===== config.mk =====
export PLATFORM = sky130hd
export DESIGN_NAME = sentence_chunk_segmenter
export DESIGN_NICKNAME = d
export VERILOG_FILES = /design/src/scs_pkg.sv /design/src/scs_ring.sv /design/src/sentence_chunk_segmenter.sv
export VERILOG_INCLUDE_DIRS = /design/src /design/src/src
export SDC_FILE = /design/constraint.sdc
export NUM_CORES = 1
export LEC_CHECK = 0
export BUFFER_PORTS_ARGS = -buffer_cell sky130_fd_sc_hd__buf_4
export CAP_MARGIN = 20
export CORE_MARGIN = 8
export CORE_UTILIZATION = 55
export CTS_BUF_LIST = sky130_fd_sc_hd__clkbuf_8
export DETAILED_ROUTE_END_ITERATION = 10
export GPL_ROUTABILITY_DRIVEN = 1
export PLACE_DENSITY = 0.72
export SKIP_LAST_GASP = 1
export SYNTH_ARGS = -nofsm -noshare
export SYNTH_HDL_FRONTEND = slang
export SYNTH_SLANG_ARGS = --single-unit

===== constraint.sdc =====
create_clock -name clock -period 12.1 [get_ports clock]
set_clock_uncertainty 0.2 [all_clocks]
set_input_delay 0.605 -clock clock [delete_from_list [all_inputs] [get_ports clock]]
set_output_delay 0.605 -clock clock [all_outputs]
set_load 0.1 [all_outputs]

===== src/assert_macros.svh =====
// Shared assertion macros, clocked on the block clock, off during reset.
`ifndef ASSERT_MACROS_SVH
`define ASSERT_MACROS_SVH

// Plain concurrent check.
`define SCS_ASSERT(lbl, prop, msg) \
   lbl: assert property (@(posedge clock) disable iff (reset) (prop)) else $error(msg);

// Implication check: when cond holds, prop must hold in the same cycle.
`define SCS_ASSERT_IMPL(lbl, cond, prop, msg) \
   lbl: assert property (@(posedge clock) disable iff (reset) (cond) |-> (prop)) else $error(msg);

`endif


===== src/scs_pkg.sv =====
package scs_pkg;

   localparam int DEPTH_DEFAULT = 64;

   typedef enum logic [1:0] {
      CMD_PUSH  = 2'd0,
      CMD_FLUSH = 2'd1,
      CMD_CLEAR = 2'd2
   } cmd_type;

   typedef enum logic [2:0] {
      ST_IDLE,
      ST_SCAN,
      ST_TRIM,
      ST_EMIT,
      ST_DROP,
      ST_SKIP
   } state_type;

   // Register select, taken from paddr[2].
   localparam logic REG_MIN = 1'b0;
   localparam logic REG_MAX = 1'b1;

   localparam logic [7:0] CH_DOT   = 8'h2E;
   localparam logic [7:0] CH_BANG  = 8'h21;
   localparam logic [7:0] CH_QUERY = 8'h3F;
   localparam logic [7:0] CH_LF    = 8'h0A;
   localparam logic [7:0] CH_SPACE = 8'h20;

   function automatic logic is_ws(input logic [7:0] c);
      is_ws = (c inside {[8'h09:8'h0D], 8'h20, 8'h85, 8'hA0});
   endfunction

   function automatic logic is_end(input logic [7:0] c);
      is_end = (c == CH_DOT) || (c == CH_BANG) || (c == CH_QUERY) || (c == CH_LF);
   endfunction

endpackage


===== src/scs_ring.sv =====
// Character store addressed relative to a moving head (circular buffer).
module scs_ring #(
   parameter int DEPTH = scs_pkg::DEPTH_DEFAULT
) (
   input  logic                       clock,
   input  logic [$clog2(DEPTH)-1:0]   head,
   input  logic                       wr_en,
   input  logic [$clog2(DEPTH)-1:0]   wr_idx,
   input  logic [7:0]                 wr_data,
   input  logic [$clog2(DEPTH)-1:0]   rd_idx,
   output logic [7:0]                 rd_data
);
   localparam int AW = $clog2(DEPTH);

   logic [7:0]    mem [DEPTH];
   logic [7:0]    rd_data_ff;
   logic [AW:0]   wr_sum;
   logic [AW:0]   rd_sum;
   logic [AW-1:0] wr_addr;
   logic [AW-1:0] rd_addr;

   always_comb begin
      wr_sum = {1'b0, head} + {1'b0, wr_idx};
      rd_sum = {1'b0, head} + {1'b0, rd_idx};
      if (wr_sum >= (AW+1)'(DEPTH)) begin
         wr_sum = wr_sum - (AW+1)'(DEPTH);
      end
      if (rd_sum >= (AW+1)'(DEPTH)) begin
         rd_sum = rd_sum - (AW+1)'(DEPTH);
      end
      wr_addr = wr_sum[AW-1:0];
      rd_addr = rd_sum[AW-1:0];
   end

   always_ff @(posedge clock) begin
      if (wr_en) begin
         mem[wr_addr] <= wr_data;
      end
      rd_data_ff <= mem[rd_addr];
   end

   assign rd_data = rd_data_ff;

endmodule


===== src/sentence_chunk_segmenter.sv =====
// Channel   Dir  Transfer                  Payload
// req_*     in   tvalid & tready           tdata[7:0] char_in, tuser[1:0] cmd
// rsp_*     out  tvalid & tready           tdata[7:0] char_out, tlast chunk_last,
//                                          tuser[0] from_flush
// csr_*     in   psel & penable & pwrite   min_chars at 0x0, max_chars at 0x4
//
// Each buffer character touched takes an address phase, then a data phase.
// A push scans from index min-1 to the end; each chunk found then takes a trim
// pass over the chunk, an emit pass and a skip of leading whitespace, all through
// the single read port. Reset clears length, head and the FSM and sets the limits
// to 1 and 64; the store needs no clearing.
// An rsp stall holds the emit pass; req is taken only when the FSM is idle.
`include "assert_macros.svh"

module sentence_chunk_segmenter #(
   parameter int BUFFER_DEPTH = scs_pkg::DEPTH_DEFAULT
) (
   input  logic        clock,
   input  logic        reset,
   // stream in
   input  logic        req_tvalid,
   output logic        req_tready,
   input  logic [7:0]  req_tdata,   // [7:0] char_in
   input  logic [1:0]  req_tuser,   // [1:0] cmd
   // stream out
   output logic        rsp_tvalid,
   input  logic        rsp_tready,
   output logic [7:0]  rsp_tdata,   // [7:0] char_out
   output logic        rsp_tlast,
   output logic        rsp_tuser,   // [0] from_flush
   // register port
   input  logic        csr_psel,
   input  logic        csr_penable,
   input  logic        csr_pwrite,
   input  logic [2:0]  csr_paddr,
   input  logic [31:0] csr_pwdata,
   output logic [31:0] csr_prdata,
   output logic        csr_pready
);
   localparam int AW = $clog2(BUFFER_DEPTH);
   localparam int LW = $clog2(BUFFER_DEPTH + 1);
   localparam logic [6:0] DEPTH7 = 7'(BUFFER_DEPTH);

   scs_pkg::state_type state_ff, state_in;
   logic          ph_ff, ph_in;
   logic [LW-1:0] idx_ff, idx_in;
   logic [LW-1:0] len_ff, len_in;
   logic [AW-1:0] head_ff, head_in;
   logic [LW-1:0] bnd_ff, bnd_in;
   logic          flush_ff, flush_in;
   logic          prev_end_ff, prev_end_in;
   logic          sp_hit_ff, sp_hit_in;
   logic [LW-1:0] sp_pos_ff, sp_pos_in;
   logic          a_hit_ff, a_hit_in;
   logic [LW-1:0] a_ff, a_in;
   logic [LW-1:0] b_ff, b_in;
   logic          rsp_valid_ff, rsp_valid_in;
   logic [7:0]    rsp_data_ff, rsp_data_in;
   logic          rsp_last_ff, rsp_last_in;
   logic          rsp_flush_ff, rsp_flush_in;
   logic [6:0]    min_ff, max_ff;

   logic [6:0]    mn7, mx7;
   logic [LW-1:0] mn, mx;
   logic [7:0]    c;
   logic          wr_en;
   logic          out_free;
   logic          pe, sp, sp_hit_n;
   logic [LW-1:0] sp_pos_n;
   logic [LW-1:0] idx_inc;
   logic [AW:0]   head_sum;
   logic [AW:0]   head_one;
   logic          csr_wr;

   scs_ring #(.DEPTH(BUFFER_DEPTH)) u_ring (
      .clock   (clock),
      .head    (head_ff),
      .wr_en   (wr_en),
      .wr_idx  (len_ff[AW-1:0]),
      .wr_data (req_tdata),
      .rd_idx  (idx_ff[AW-1:0]),
      .rd_data (c)
   );

   // effective limits
   always_comb begin
      mn7 = (min_ff == 7'd0) ? 7'd1 : min_ff;
      if (mn7 > DEPTH7) mn7 = DEPTH7;
      mx7 = (max_ff < mn7) ? mn7 : max_ff;
      if (mx7 > DEPTH7) mx7 = DEPTH7;
      mn = LW'(mn7);
      mx = LW'(mx7);
   end

   // register port
   assign csr_wr     = csr_psel & csr_penable & csr_pwrite;
   assign csr_pready = 1'b1;
   assign csr_prdata = (csr_paddr[2] == scs_pkg::REG_MAX) ? {25'd0, max_ff} : {25'd0, min_ff};

   always_ff @(posedge clock) begin
      if (reset) begin
         min_ff <= 7'd1;
         max_ff <= 7'd64;
      end else if (csr_wr) begin
         if (csr_paddr[2] == scs_pkg::REG_MIN) min_ff <= csr_pwdata[6:0];
         else                                  max_ff <= csr_pwdata[6:0];
      end
   end

   assign out_free  = !rsp_valid_ff || rsp_tready;
   assign idx_inc   = LW'(idx_ff + 1'b1);
   assign head_sum  = {1'b0, head_ff} + (AW+1)'(bnd_ff);
   assign head_one  = {1'b0, head_ff} + (AW+1)'(1);
   assign req_tready = (state_ff == scs_pkg::ST_IDLE);

   always_comb begin
      state_in     = state_ff;
      ph_in        = ph_ff;
      idx_in       = idx_ff;
      len_in       = len_ff;
      head_in      = head_ff;
      bnd_in       = bnd_ff;
      flush_in     = flush_ff;
      prev_end_in  = prev_end_ff;
      sp_hit_in    = sp_hit_ff;
      sp_pos_in    = sp_pos_ff;
      a_hit_in     = a_hit_ff;
      a_in         = a_ff;
      b_in         = b_ff;
      rsp_valid_in = rsp_valid_ff & ~rsp_tready;
      rsp_data_in  = rsp_data_ff;
      rsp_last_in  = rsp_last_ff;
      rsp_flush_in = rsp_flush_ff;
      wr_en        = 1'b0;
      pe           = scs_pkg::is_end(c);
      sp           = (c == scs_pkg::CH_SPACE) && (idx_ff >= mn) && (idx_ff < mx);
      sp_hit_n     = sp_hit_ff | sp;
      sp_pos_n     = sp ? idx_ff : sp_pos_ff;

      case (state_ff)
         scs_pkg::ST_IDLE: begin
            if (req_tvalid) begin
               case (scs_pkg::cmd_type'(req_tuser))
                  scs_pkg::CMD_PUSH: begin
                     if (len_ff < LW'(BUFFER_DEPTH)) begin
                        wr_en  = 1'b1;
                        len_in = LW'(len_ff + 1'b1);
                     end
                     flush_in    = 1'b0;
                     state_in    = scs_pkg::ST_SCAN;
                     idx_in      = LW'(mn - 1'b1);
                     ph_in       = 1'b0;
                     prev_end_in = 1'b0;
                     sp_hit_in   = 1'b0;
                  end
                  scs_pkg::CMD_FLUSH: begin
                     bnd_in   = len_ff;
                     flush_in = 1'b1;
                     state_in = scs_pkg::ST_TRIM;
                     idx_in   = '0;
                     ph_in    = 1'b0;
                     a_hit_in = 1'b0;
                  end
                  scs_pkg::CMD_CLEAR: len_in = '0;
                  default: ;
               endcase
            end
         end
         scs_pkg::ST_SCAN: begin
            if (!ph_ff) begin
               if (len_ff < mn) state_in = scs_pkg::ST_IDLE;
               else             ph_in = 1'b1;
            end else if (prev_end_ff && scs_pkg::is_ws(c)) begin
               // sentence end followed by whitespace
               bnd_in   = idx_ff;
               state_in = scs_pkg::ST_TRIM;
               idx_in   = '0;
               ph_in    = 1'b0;
               a_hit_in = 1'b0;
            end else if (idx_inc == len_ff) begin
               idx_in   = '0;
               ph_in    = 1'b0;
               a_hit_in = 1'b0;
               if (pe) begin
                  bnd_in   = len_ff;
                  state_in = scs_pkg::ST_TRIM;
               end else if (len_ff >= mx) begin
                  // forced split: last space in [min, max-1], else max
                  bnd_in   = sp_hit_n ? sp_pos_n : mx;
                  state_in = scs_pkg::ST_TRIM;
               end else begin
                  state_in = scs_pkg::ST_IDLE;
               end
            end else begin
               prev_end_in = pe;
               sp_hit_in   = sp_hit_n;
               sp_pos_in   = sp_pos_n;
               idx_in      = idx_inc;
               ph_in       = 1'b0;
            end
         end
         scs_pkg::ST_TRIM: begin
            if (!ph_ff) begin
               if (idx_ff == bnd_ff) begin
                  if (a_hit_ff) begin
                     state_in = scs_pkg::ST_EMIT;
                     idx_in   = a_ff;
                  end else begin
                     state_in = scs_pkg::ST_DROP;
                  end
               end else begin
                  ph_in = 1'b1;
               end
            end else begin
               if (!scs_pkg::is_ws(c)) begin
                  if (!a_hit_ff) a_in = idx_ff;
                  a_hit_in = 1'b1;
                  b_in     = idx_inc;
               end
               idx_in = idx_inc;
               ph_in  = 1'b0;
            end
         end
         scs_pkg::ST_EMIT: begin
            if (!ph_ff) begin
               ph_in = 1'b1;
            end else if (out_free) begin
               rsp_valid_in = 1'b1;
               rsp_data_in  = c;
               rsp_last_in  = (idx_inc == b_ff);
               rsp_flush_in = flush_ff;
               if (idx_inc == b_ff) begin
                  state_in = scs_pkg::ST_DROP;
               end else begin
                  idx_in = idx_inc;
                  ph_in  = 1'b0;
               end
            end
         end
         scs_pkg::ST_DROP: begin
            if (flush_ff) begin
               len_in   = '0;
               flush_in = 1'b0;
               state_in = scs_pkg::ST_IDLE;
            end else begin
               head_in  = (head_sum >= (AW+1)'(BUFFER_DEPTH)) ?
                          AW'(head_sum - (AW+1)'(BUFFER_DEPTH)) : head_sum[AW-1:0];
               len_in   = LW'(len_ff - bnd_ff);
               idx_in   = '0;
               ph_in    = 1'b0;
               state_in = scs_pkg::ST_SKIP;
            end
         end
         scs_pkg::ST_SKIP: begin
            if (!ph_ff && len_ff != '0) begin
               ph_in = 1'b1;
            end else if (ph_ff && scs_pkg::is_ws(c)) begin
               head_in = (head_one >= (AW+1)'(BUFFER_DEPTH)) ?
                         AW'(head_one - (AW+1)'(BUFFER_DEPTH)) : head_one[AW-1:0];
               len_in  = LW'(len_ff - 1'b1);
               ph_in   = 1'b0;
            end else begin
               // remainder starts clean: rescan it
               state_in    = scs_pkg::ST_SCAN;
               idx_in      = LW'(mn - 1'b1);
               ph_in       = 1'b0;
               prev_end_in = 1'b0;
               sp_hit_in   = 1'b0;
            end
         end
         default: state_in = scs_pkg::ST_IDLE;
      endcase
   end

   always_ff @(posedge clock) begin
      if (reset) begin
         state_ff     <= scs_pkg::ST_IDLE;
         ph_ff        <= 1'b0;
         len_ff       <= '0;
         head_ff      <= '0;
         flush_ff     <= 1'b0;
         rsp_valid_ff <= 1'b0;
      end else begin
         state_ff     <= state_in;
         ph_ff        <= ph_in;
         len_ff       <= len_in;
         head_ff      <= head_in;
         flush_ff     <= flush_in;
         rsp_valid_ff <= rsp_valid_in;
      end
   end

   always_ff @(posedge clock) begin
      idx_ff       <= idx_in;
      bnd_ff       <= bnd_in;
      prev_end_ff  <= prev_end_in;
      sp_hit_ff    <= sp_hit_in;
      sp_pos_ff    <= sp_pos_in;
      a_hit_ff     <= a_hit_in;
      a_ff         <= a_in;
      b_ff         <= b_in;
      rsp_data_ff  <= rsp_data_in;
      rsp_last_ff  <= rsp_last_in;
      rsp_flush_ff <= rsp_flush_in;
   end

   assign rsp_tvalid = rsp_valid_ff;
   assign rsp_tdata  = rsp_data_ff;
   assign rsp_tlast  = rsp_last_ff;
   assign rsp_tuser  = rsp_flush_ff;

   `SCS_ASSERT(a_len_bound, len_ff <= LW'(BUFFER_DEPTH), "buffer length beyond depth")
   `SCS_ASSERT_IMPL(a_new_out, $rose(rsp_valid_ff), $past(state_ff) == scs_pkg::ST_EMIT, "transfer loaded outside emit")
   `SCS_ASSERT_IMPL(a_bnd_in_buf, state_ff == scs_pkg::ST_TRIM, bnd_ff <= len_ff, "chunk boundary past buffer end")
   `SCS_ASSERT_IMPL(a_emit_range, state_ff == scs_pkg::ST_EMIT, (idx_ff < b_ff) && (b_ff <= bnd_ff), "emit index outside trimmed chunk")

endmodule


==> results of run 1 <==
layout by cell type (no fill, tap or decap), drive strengths merged, types with 6 or more instances in the layout:
master and instances:
edfxtp 560, mux4 160, nor2 135, clkbuf 100
nand2 86, inv 69, buf 60, ha 58
a21oi 54, o21ai 48, clkinv 42, dfxtp 41
conb 26, xnor2 25, mux2i 20, nand3 20
xor2 18, a211oi 18, mux2 17, nor2b 14
nand2b 12, nor3 12, and3 10, nor4 10
nand4 9, a22oi 9, a21o 9, o211ai 8
o221ai 7, o21a 7, dlygate4sd3 7, or3 6
final cells by class:
cell class                 instances  share of cell area, %
clock inverter                    76                   1.45
tap                              615                   2.63
timing repair buffer              67                   1.79
clock buffer                     100                   4.70
multi-input combinational        870                   28.7
inverter                          39                  0.500
sequential                       601                   60.2
through the flow:
stage	hold slack [ps]	setup WS, ps	cells
floorplan	231	7170	1602
global placement	306	6750	2184
detailed placement	317	6690	2184
CTS	44.9	6690	2367
global route	73.2	6490	2368
finish	87.6	6750	2368
report_power, final:
group	switching, mW	leakage, nW	internal, mW	total, mW
Clock	0.793	1.02	0.820	1.61
Sequential	0.136	5.38	2.38	2.52
Combinational	1.45	3.37	1.23	2.69
synthesized netlist by cell type (all sizes together), types with 4 or more instances:
library cell  count  area share [%]
and3             10            0.24
nand4             9            0.21
fa                4            0.30
nor3             12            0.23
a21o              9            0.25
a22oi             9            0.25
edfxtp          560              63
mux2             17            0.72
o211ai            8            0.23
buf              52             1.3
dfxtp            41             3.1
clkbuf           40            0.57
a311oi            5            0.21
o21ai            48            0.95
nand2b           12            0.28
nor2            135             1.9
nand3            20            0.42
nor2b            14            0.33
mux2i            20            0.75
o21a              7            0.20
inv              37            0.52
o221ai            7            0.23
a211oi           18            0.58
nand2            86             1.2
a21oi            54             1.0
mux4            160              14
xor2             18            0.59
nor4             10            0.26
a221oi            4            0.13
xnor2            25            0.85
or3               6            0.14
o311a             4            0.15
ha               58             2.7
o21bai            5            0.14
cells by family (layout without fill, tap and decap cells):
family / count (synthesis) / count (layout) / synth area share [%]
XOR/XNOR: 47 / 47 / 1.79
other: 2 / 26 / 0.0283
buffers and inverters: 131 / 282 / 2.39
AND/OR/NAND/NOR: 329 / 329 / 5.74
AO/OA/AOI/OAI: 209 / 209 / 5.49
flip-flops: 601 / 601 / 66.5
multiplexers: 197 / 197 / 15.1
adder cells (fa/ha/maj): 62 / 62 / 3.04
how the worst max path moves through the flow:
| stage | startpoint | endpoint | slack, ps | cells past startpoint |
|---|---|---|---|---|
| after floorplan | state_ff[0] | u_ring.mem[15][0] | 7170 | 7 |
| after global placement | idx_ff[0] | u_ring.rd_data[4] | 6750 | 9 |
| after detailed placement | idx_ff[0] | u_ring.rd_data[4] | 6690 | 9 |
| after CTS | idx_ff[0] | u_ring.rd_data[4] | 6690 | 9 |
| after global routing | min_ff[6] | bnd_ff[4] | 6490 | 14 |
| final | idx_ff[0] | u_ring.rd_data[4] | 6750 | 9 |
state kept, by name (all words and copies together), names as in the netlist, 3 cells and up:
| signal | flops |
|---|---|
| b_ff | 7 |
| min_ff | 7 |
| rsp_tdata | 8 |
| state_ff | 3 |
| max_ff | 7 |
| u_ring.rd_data | 8 |
| u_ring.mem | 512 |
| len_ff | 7 |
| a_ff | 7 |
| idx_ff | 7 |
| head_ff | 6 |
| bnd_ff | 7 |
| sp_pos_ff | 7 |
layer usage:
layer,wire (microns),up-vias
met5,0,-
met4,1780,0
met3,3470,111
met2,30000,521
met1,23200,7456
li1,-,6467
critical path: stages, from the launching register on:
cell      delay (ps)
edfxtp_1         350
buf_4            220
ha_4             190
fa_4            1110
buf_4            630
buf_4            760
mux4_2           440
mux4_2           520
a211oi_1         640
a21oi_1           80
what timing repair did:
| action | CTS | global route |
|---|---|---|
| endpoints found under the hold margin | 14 | 0 |
| gates resized for setup | 0 | 0 |
| hold buffers | 7 | 0 |
==> metrics.cfg, run 1 <==
[clock_network]
cts_num_sinks=601
numCtsBuffers=96
cts_buffer_depth=3
post-cts-setup-buffer-count=0
cts.clk_slew.worst_paths_ps=60
htree_levels=3
root_buffer=clkbuf_8
cts_tree=done
insertion_delay_ps=680

[die]
dieArea_sq_um=55500
rows=80
dieWidth_microns=236
coreArea_sq_um=47600
start_util_pct=55.7
pin_count=97
die_h_microns=236

[worst_setup_path]
cp-end-kind=flip-flop
timing.rr.start=idx_ff[0]
reg2regPathDepth=9
start_kind=flip-flop
required_ps=12430
reg2reg_slack_ps=6750
cp_data_arrival_time_ps=5680
cp_max_fo=55
crit_type=flip-flop to flip-flop
crit-reg2reg-capture=u_ring.rd_data[4]

[drt]
vias=14600
drt-pass1-iter-count=5
viasPerCell=6.15
drtIter0Drc=1358
ant_nets=0
drt-total-wl_microns=58400
wl_per_cell_microns=24.7
drc_errors=0

[cells_and_area]
utilization_pct=61.5
multi_input_area_sq_um=8400
nFillCells=3457
design_area_sq_um=29300
drive_gt1_share_pct=21.9
syn2layout_area_growth_pct=10.3
fin_nets=1789
seq_area_sq_um=17600
antennaDiodeCount=0

[hold_path]
min_path_type=primary input to flip-flop
hold_start=rsp_tready
whs_path_depth=3
hold_end=rsp_tvalid

[sta]
setup-violations-final=0
min_period_over_period_pct=44.2
tns_ps=0
report.final.slew_viol_count=0
tightest_slew_ps=1170
hold_viol=0
max_freq_mhz=187
slew_headroom_pct=21.2
rsz0062_at_grt=no
period_minus_slack_ps=5350

[synthesis]
synth_edf_count=560
ys.flop_type=edfxtp_1
synthArstFlopShare_pct=0
yosys_warnings=0
syn_inst=1578
syn_avg_cell_area_sq_um=16.8
yosysUniqueCellTypes=82
ys_ff_latch=601
yosysSeqAreaShare_pct=66.5
synthesis.area_sq_um=26500

[placed_design]
gp_congestion=0.857
placed_cell_area_sq_um=27400
port_buffers=43
place_hpwl_microns=37600

[global_route]
grt_pass1_vias=14900
grtUsageMet3_pct=4.17
grt_pass1_wl_microns=89800
met1_usage_pct=26.7
grt_max_degree=65
busiest_layer=met2
globalRouteOverflowTotal=0
grt.total_usage_pct=21.1
antenna_found_initial=0
globalRouteMet2Util_pct=36.2

[job]
max_cap_viol_count=0

[power]
leakage_nw=9.78
power_mw=6.82
peakVddDrop_mv=0.223
powerDensity_nw_per_um2=233

[run_status]
outcome=complete, no violations

Note: power is estimated with default switching activity, not from simulation.
==> run 2: changes to the inputs <==
--- a/config.mk
+++ b/config.mk
@@ -13,7 +13,7 @@
 export CTS_BUF_LIST = sky130_fd_sc_hd__clkbuf_8
 export DETAILED_ROUTE_END_ITERATION = 10
 export GPL_ROUTABILITY_DRIVEN = 1
-export PLACE_DENSITY = 0.72
+export PLACE_DENSITY = 0.75
 export SKIP_LAST_GASP = 1
 export SYNTH_ARGS = -nofsm -noshare
 export SYNTH_HDL_FRONTEND = slang
==> constraint.sdc (replaced) <==
create_clock -name clock -period 4.7 [get_ports clock]
set_clock_uncertainty 0.2 [all_clocks]
set_input_delay 0.235 -clock clock [delete_from_list [all_inputs] [get_ports clock]]
set_output_delay 0.235 -clock clock [all_outputs]
set_load 0.1 [all_outputs]
==> run 2 against run 1 <==
- utilization increased by 1.3 points
- register-to-register slack got worse by 6400 ps
- wire length increased by 3.3%
- sequential share of layout area decreased by 1.2 points
- first-iteration DRC count increased by 4.8%
- combinational power increased to 2.7 times the previous value
- final cell count increased by 2.9%
- cell area increased by 2.1%
- clock power increased to 2.6 times the previous value
- critical path type unchanged
==> metrics.cfg, run 2 (synthesis gave the netlist of run 1 again) <==
[sta]
hold_viol=0
setup_slack_ps=390
min_period_over_period_pct=91.7
report.final.slew_viol_count=0
tns_ps=0
max_freq_mhz=232
tightest_slew_ps=1130
setup-violations-final=0
rsz0062_at_grt=no
period_minus_slack_ps=4310
slew_headroom_pct=24.4

[power]
peakVddDrop_mv=0.451
power_frac_seq_pct=36.3
swShare_pct=35.0
p_int_mw=11.6
pwr-share-comb_pct=40.6
power.net_switching_mw=6.25
clkPwrFrac_pct=23.0
powerDensity_nw_per_um2=597
leakage_nw=10.1

[worst_setup_path]
crit_family=compound AO/OA/AOI/OAI gates
required_ps=4950
start_kind=flip-flop
crit_chain=nand2_1, ha_1, a211oi_1, o221ai_1, a31oi_1, buf_4, mux2_2, ha_1, a21o_1, a21o_1, a41oi_1, o21ai_1, mux2i_1, o21ai_0
crit-reg2reg-capture=bnd_ff[3]
cpPeakStageDelay_ps=740
cp-end-kind=flip-flop
cp_max_fo=13
crit_type=flip-flop to flip-flop
cp_data_arrival_time_ps=4560
cp.buffers_inverters=1
timing.rr.start=min_ff[4]
reg2reg_slack_ps=390
reg2regPathDepth=14
slowest_stage=o21ai_1

[cells_and_area]
final_common_cell=edfxtp_1
final_cell_mix=edfxtp_1 (560), mux4_2 (160), nor2_1 (134), buf_4 (101), clkbuf_8 (98)
regMostFlops=u_ring.mem
fin_nets=1857
drive_gt1_share_pct=23.8
largest_reg_flops=512
syn2layout_area_growth_pct=12.6
antennaDiodeCount=0
fin_cells=2436

[placed_design]
place_hpwl_microns=39000
dp_cells=2230
place_ws_ps=400
gp_congestion=0.886
port_buffers=43

[global_route]
grt_max_degree=67
antenna_found_initial=0
globalRouteOverflowTotal=0
grt_pass1_wl_microns=92200
grt_pass1_vias=15400
grt.total_usage_pct=21.7

[clock_network]
insertion_delay_ps=700
root_buffer=clkbuf_8
cts_tree=done
cts_buffer_depth=3
numCtsBuffers=94
cts_num_sinks=601
htree_levels=3
cts.clk_slew.worst_paths_ps=70

[die]
start_util_pct=55.7
rows=80
dieArea_sq_um=55500
dieWidth_microns=236
coreArea_sq_um=47600
die_h_microns=236
pin_count=97

[job]
max_cap_viol_count=0

[drt]
drc_errors=0
viasPerCell=6.18
vias=15000
wl_per_cell_microns=24.8
ant_nets=0
drt-pass1-iter-count=5
drt-total-wl_microns=60400
drtIter0Drc=1423

[hold_path]
whs_path_depth=4
min_path_type=primary input to flip-flop
hold_start=csr_pwrite
hold_end=max_ff[4]

[run_status]
outcome=complete, no violations

-- run 2: per-stage QoR --
step | hold WS, ps | cell area [sq um] | utilization (%) | power [mW]
6_report | 14.0 | 29900 | 62.7 | 17.8
5_1_grt | 5.94 | 29900 | 62.7 | 18.6
4_1_cts | 1.32 | 29900 | 62.7 | 17.9
3_5_place_dp | 264 | 27800 | 58.3 | 13.8
3_3_place_gp | 268 | 27800 | 58.3 | 13.7
2_1_floorplan | 134 | 26600 | - | 11.6
-- run 2: cell type report --
class,count,area (sq um)
Tap cell,615,769
Inverter,39,146
Clock buffer,98,1350
Sequential cell,601,17600
Fill cell,3313,17800
Timing Repair Buffer,137,1160
Multi-Input combinational cell,870,8410
Clock inverter,76,420
-- run 2: timing repair --
item	in CTS	in global routing
setup buffers	0	0
hold buffers	32	0
endpoints found under the hold margin	543	0
gates resized for setup	0	0
-- run 2: layer usage --
metal | GRT usage [%] | wire [microns] | up-vias
met5 | 0 | 0 | -
met4 | 8.23 | 1930 | 0
met3 | 4.14 | 3880 | 135
met2 | 36.9 | 31000 | 650
met1 | 27.5 | 23600 | 7653
li1 | - | - | 6606
-- run 2: how the worst max path moves through the flow --
stage               startpoint         to  slack (ps)  cells past startpoint
finish               min_ff[4]  bnd_ff[3]         390                     14
global route         min_ff[6]  bnd_ff[3]          80                     15
CTS                  min_ff[4]  bnd_ff[3]         430                     14
detailed placement   min_ff[4]  bnd_ff[3]         400                     14
global placement     min_ff[6]  bnd_ff[4]         480                     15
floorplan            min_ff[6]  bnd_ff[0]         370                     16
-- run 2: worst register-to-register path, stage by stage, from the launching register on --
cell and delay, ps:
dfxtp_1 400, nand2_1 200, ha_1 350, a211oi_1 220, o221ai_1 210, a31oi_1 220, buf_4 190, mux2_2 370
ha_1 320, a21o_1 120, a21o_1 110, a41oi_1 50, o21ai_1 740, mux2i_1 290, o21ai_0 100
-- run 2: power by group through the flow --
stage	registers, mW	clock network (mW)	logic (mW)
3_5_place_dp	6.58	0	7.21
2_1_floorplan	6.41	0	5.19
3_3_place_gp	6.57	0	7.09
6_report	6.48	4.11	7.25
5_1_grt	6.50	4.42	7.71
4_1_cts	6.47	4.19	7.27
==> run 3: changes to the inputs <==
--- a/config.mk
+++ b/config.mk
@@ -8,12 +8,16 @@
 export LEC_CHECK = 0
 export BUFFER_PORTS_ARGS = -buffer_cell sky130_fd_sc_hd__buf_4
 export CAP_MARGIN = 20
+export CELL_PAD_IN_SITES_DETAIL_PLACEMENT = 2
+export CELL_PAD_IN_SITES_GLOBAL_PLACEMENT = 2
 export CORE_MARGIN = 8
-export CORE_UTILIZATION = 55
+export CORE_UTILIZATION = 44
 export CTS_BUF_LIST = sky130_fd_sc_hd__clkbuf_8
 export DETAILED_ROUTE_END_ITERATION = 10
 export GPL_ROUTABILITY_DRIVEN = 1
-export PLACE_DENSITY = 0.75
+export GPL_TIMING_DRIVEN = 0
+export MAX_ROUTING_LAYER = met4
+export PLACE_DENSITY_LB_ADDON = 0.1
 export SKIP_LAST_GASP = 1
 export SYNTH_ARGS = -nofsm -noshare
 export SYNTH_HDL_FRONTEND = slang
==> run 3 against run 2 <==
- utilization shrank 12 points
- sequential power is essentially flat
- via count grew 3.7%
- first-iteration DRC count shrank 23%
- non-clock buffer count grew 34
- cell area grew 1.1%
- die area grew 23%
- critical path type unchanged
- critical endpoint is now bnd_ff[5]
==> metrics.cfg, run 3 (synthesis gave the netlist of run 1 again) <==
[hold_path]
hold_start=csr_pwdata[4]
min_path_type=primary input to flip-flop
whs_path_depth=4
hold_end=min_ff[4]

[worst_setup_path]
cp-end-kind=flip-flop
required_ps=5010
reg2regPathDepth=15
timing.rr.start=min_ff[6]
cp_data_arrival_time_ps=4810
reg2reg_slack_ps=200
crit-reg2reg-capture=bnd_ff[5]
cp_max_fo=11
crit_type=flip-flop to flip-flop
start_kind=flip-flop

[die]
dieWidth_microns=262
coreArea_sq_um=60000
start_util_pct=44.2
die_h_microns=262
dieArea_sq_um=68400
rows=90
pin_count=97

[cells_and_area]
utilization_pct=50.4
seq_area_sq_um=17600
fin_nets=1898
largest_reg_flops=512
final_common_cell=edfxtp_1
multi_input_area_sq_um=8400
drive_gt1_share_pct=23.6
syn2layout_area_growth_pct=13.9
final_cell_mix=edfxtp_1 (560), mux4_2 (160), nor2_1 (134), clkbuf_8 (103), nand2_1 (82)
regMostFlops=u_ring.mem
nFillCells=5479

[sta]
slew_headroom_pct=26.6
report.final.slew_viol_count=0
max_freq_mhz=222
setup-violations-final=0
rsz0062_at_grt=no
min_period_over_period_pct=95.8
whs_ps=150
period_minus_slack_ps=4500
hold_viol=0
tightest_slew_ps=1100

[placed_design]
gp_congestion=0.863
port_buffers=43
place_hpwl_microns=54100

[drt]
wl_per_cell_microns=30.2
drtIter0Drc=1091
drc_errors=0
drt-total-wl_microns=80000
vias=15600
ant_nets=0
viasPerCell=5.89
drt-pass1-iter-count=5

[global_route]
grtUsageMet3_pct=3.33
antenna_found_initial=1
grt_pass1_vias=17100
grt.total_usage_pct=24.4
met1_usage_pct=30.1
grt_max_degree=65
globalRouteOverflowTotal=0
busiest_layer=met2
globalRouteMet2Util_pct=41.4
grt_pass1_wl_microns=118000

[clock_network]
htree_levels=3
cts_num_sinks=601
insertion_delay_ps=740
cts_buffer_depth=3
cts.clk_slew.worst_paths_ps=60
cts_tree=done
root_buffer=clkbuf_8
numCtsBuffers=101

[power]
peakVddDrop_mv=0.357
power_mw=18.6
powerDensity_nw_per_um2=616
leakage_nw=10.2

[run_status]
outcome=complete, no violations

[job]
max_cap_viol_count=0

run 3: cell types whose count changed in the layout (fill, tap and decap cells not counted), moves of 5 or more:
cell,before,now
buf_2,0,23
clkbuf_1,0,33
clkinv_1,19,25
clkbuf_8,98,103
buf_4,101,73
clkbuf_2,0,5
run 3: area by class of cell:
cell class              instances  area share [%]
diodes                          1         0.00828
plain buffers                  90            1.62
clock buffers                 103            4.69
clock inverters                83            1.51
inverters                      39           0.501
multi-input cells             870            27.8
flip-flops and latches        601            58.4
well taps                     782            3.24
repair buffers                 81            2.27
run 3: layer usage:
metal	share of wire, %	routed length (microns)	vias to the layer above
li1	-	-	6684
met1	41	32800	8318
met2	52	41300	451
met3	4.0	3210	155
met4	3.3	2650	0
met5	0	0	-
run 3: how the worst max path moves through the flow:
stage                        endpoint  slack (ps)  depth (start not counted)      start
global placement            bnd_ff[5]        -830                         16  min_ff[6]
global route                bnd_ff[5]           5                         15  min_ff[6]
finish                      bnd_ff[5]         200                         15  min_ff[6]
detailed placement          bnd_ff[5]        -840                         16  min_ff[6]
CTS                 u_ring.rd_data[2]           8                          9  idx_ff[0]
floorplan                   bnd_ff[0]         370                         16  min_ff[6]
run 3: through the flow:
| step | TNS [ps] | instances | cell area (sq um) | setup slack, ps |
|---|---|---|---|---|
| final | 0 | 2650 | 30200 | 199 |
| after detailed placement | -16360 | 2431 | 28000 | -840 |
| after CTS | 0 | 2649 | 30200 | 8.23 |
| after floorplan | 0 | 1602 | 26600 | 375 |
| after global routing | 0 | 2650 | 30200 | 4.83 |
| after global placement | -16200 | 2427 | 27900 | -834 |
run 3: power by group:
| group | total (mW) | switching [mW] | internal [mW] |
|---|---|---|---|
| Combinational | 7.74 | 4.48 | 3.27 |
| Clock | 4.42 | 2.24 | 2.18 |
| Sequential | 6.45 | 0.311 | 6.14 |
| Total | 18.6 | 7.02 | 11.6 |
run 3: worst max-delay path, stage by stage (launching register included):
cell	delay [ps]
dfxtp_2	440
clkinv_4	160
nand2_2	170
ha_1	270
a211oi_1	210
o221ai_1	270
a31oi_4	280
mux2_2	430
ha_1	340
a21o_1	200
a21o_1	180
a41oi_2	230
o2111a_1	280
clkbuf_4	240
a21oi_1	110
a22oi_1	280
run 3: repair_timing:
| action | 4_1_cts | 5_1_grt |
|---|---|---|
| gates resized for setup | 11 | 10 |
| setup endpoints to repair | 31 | 14 |
| pin swaps | 0 | 0 |
| hold buffers | 33 | 0 |
| setup buffers | 0 | 1 |
| hold endpoints to repair | 535 | 0 |
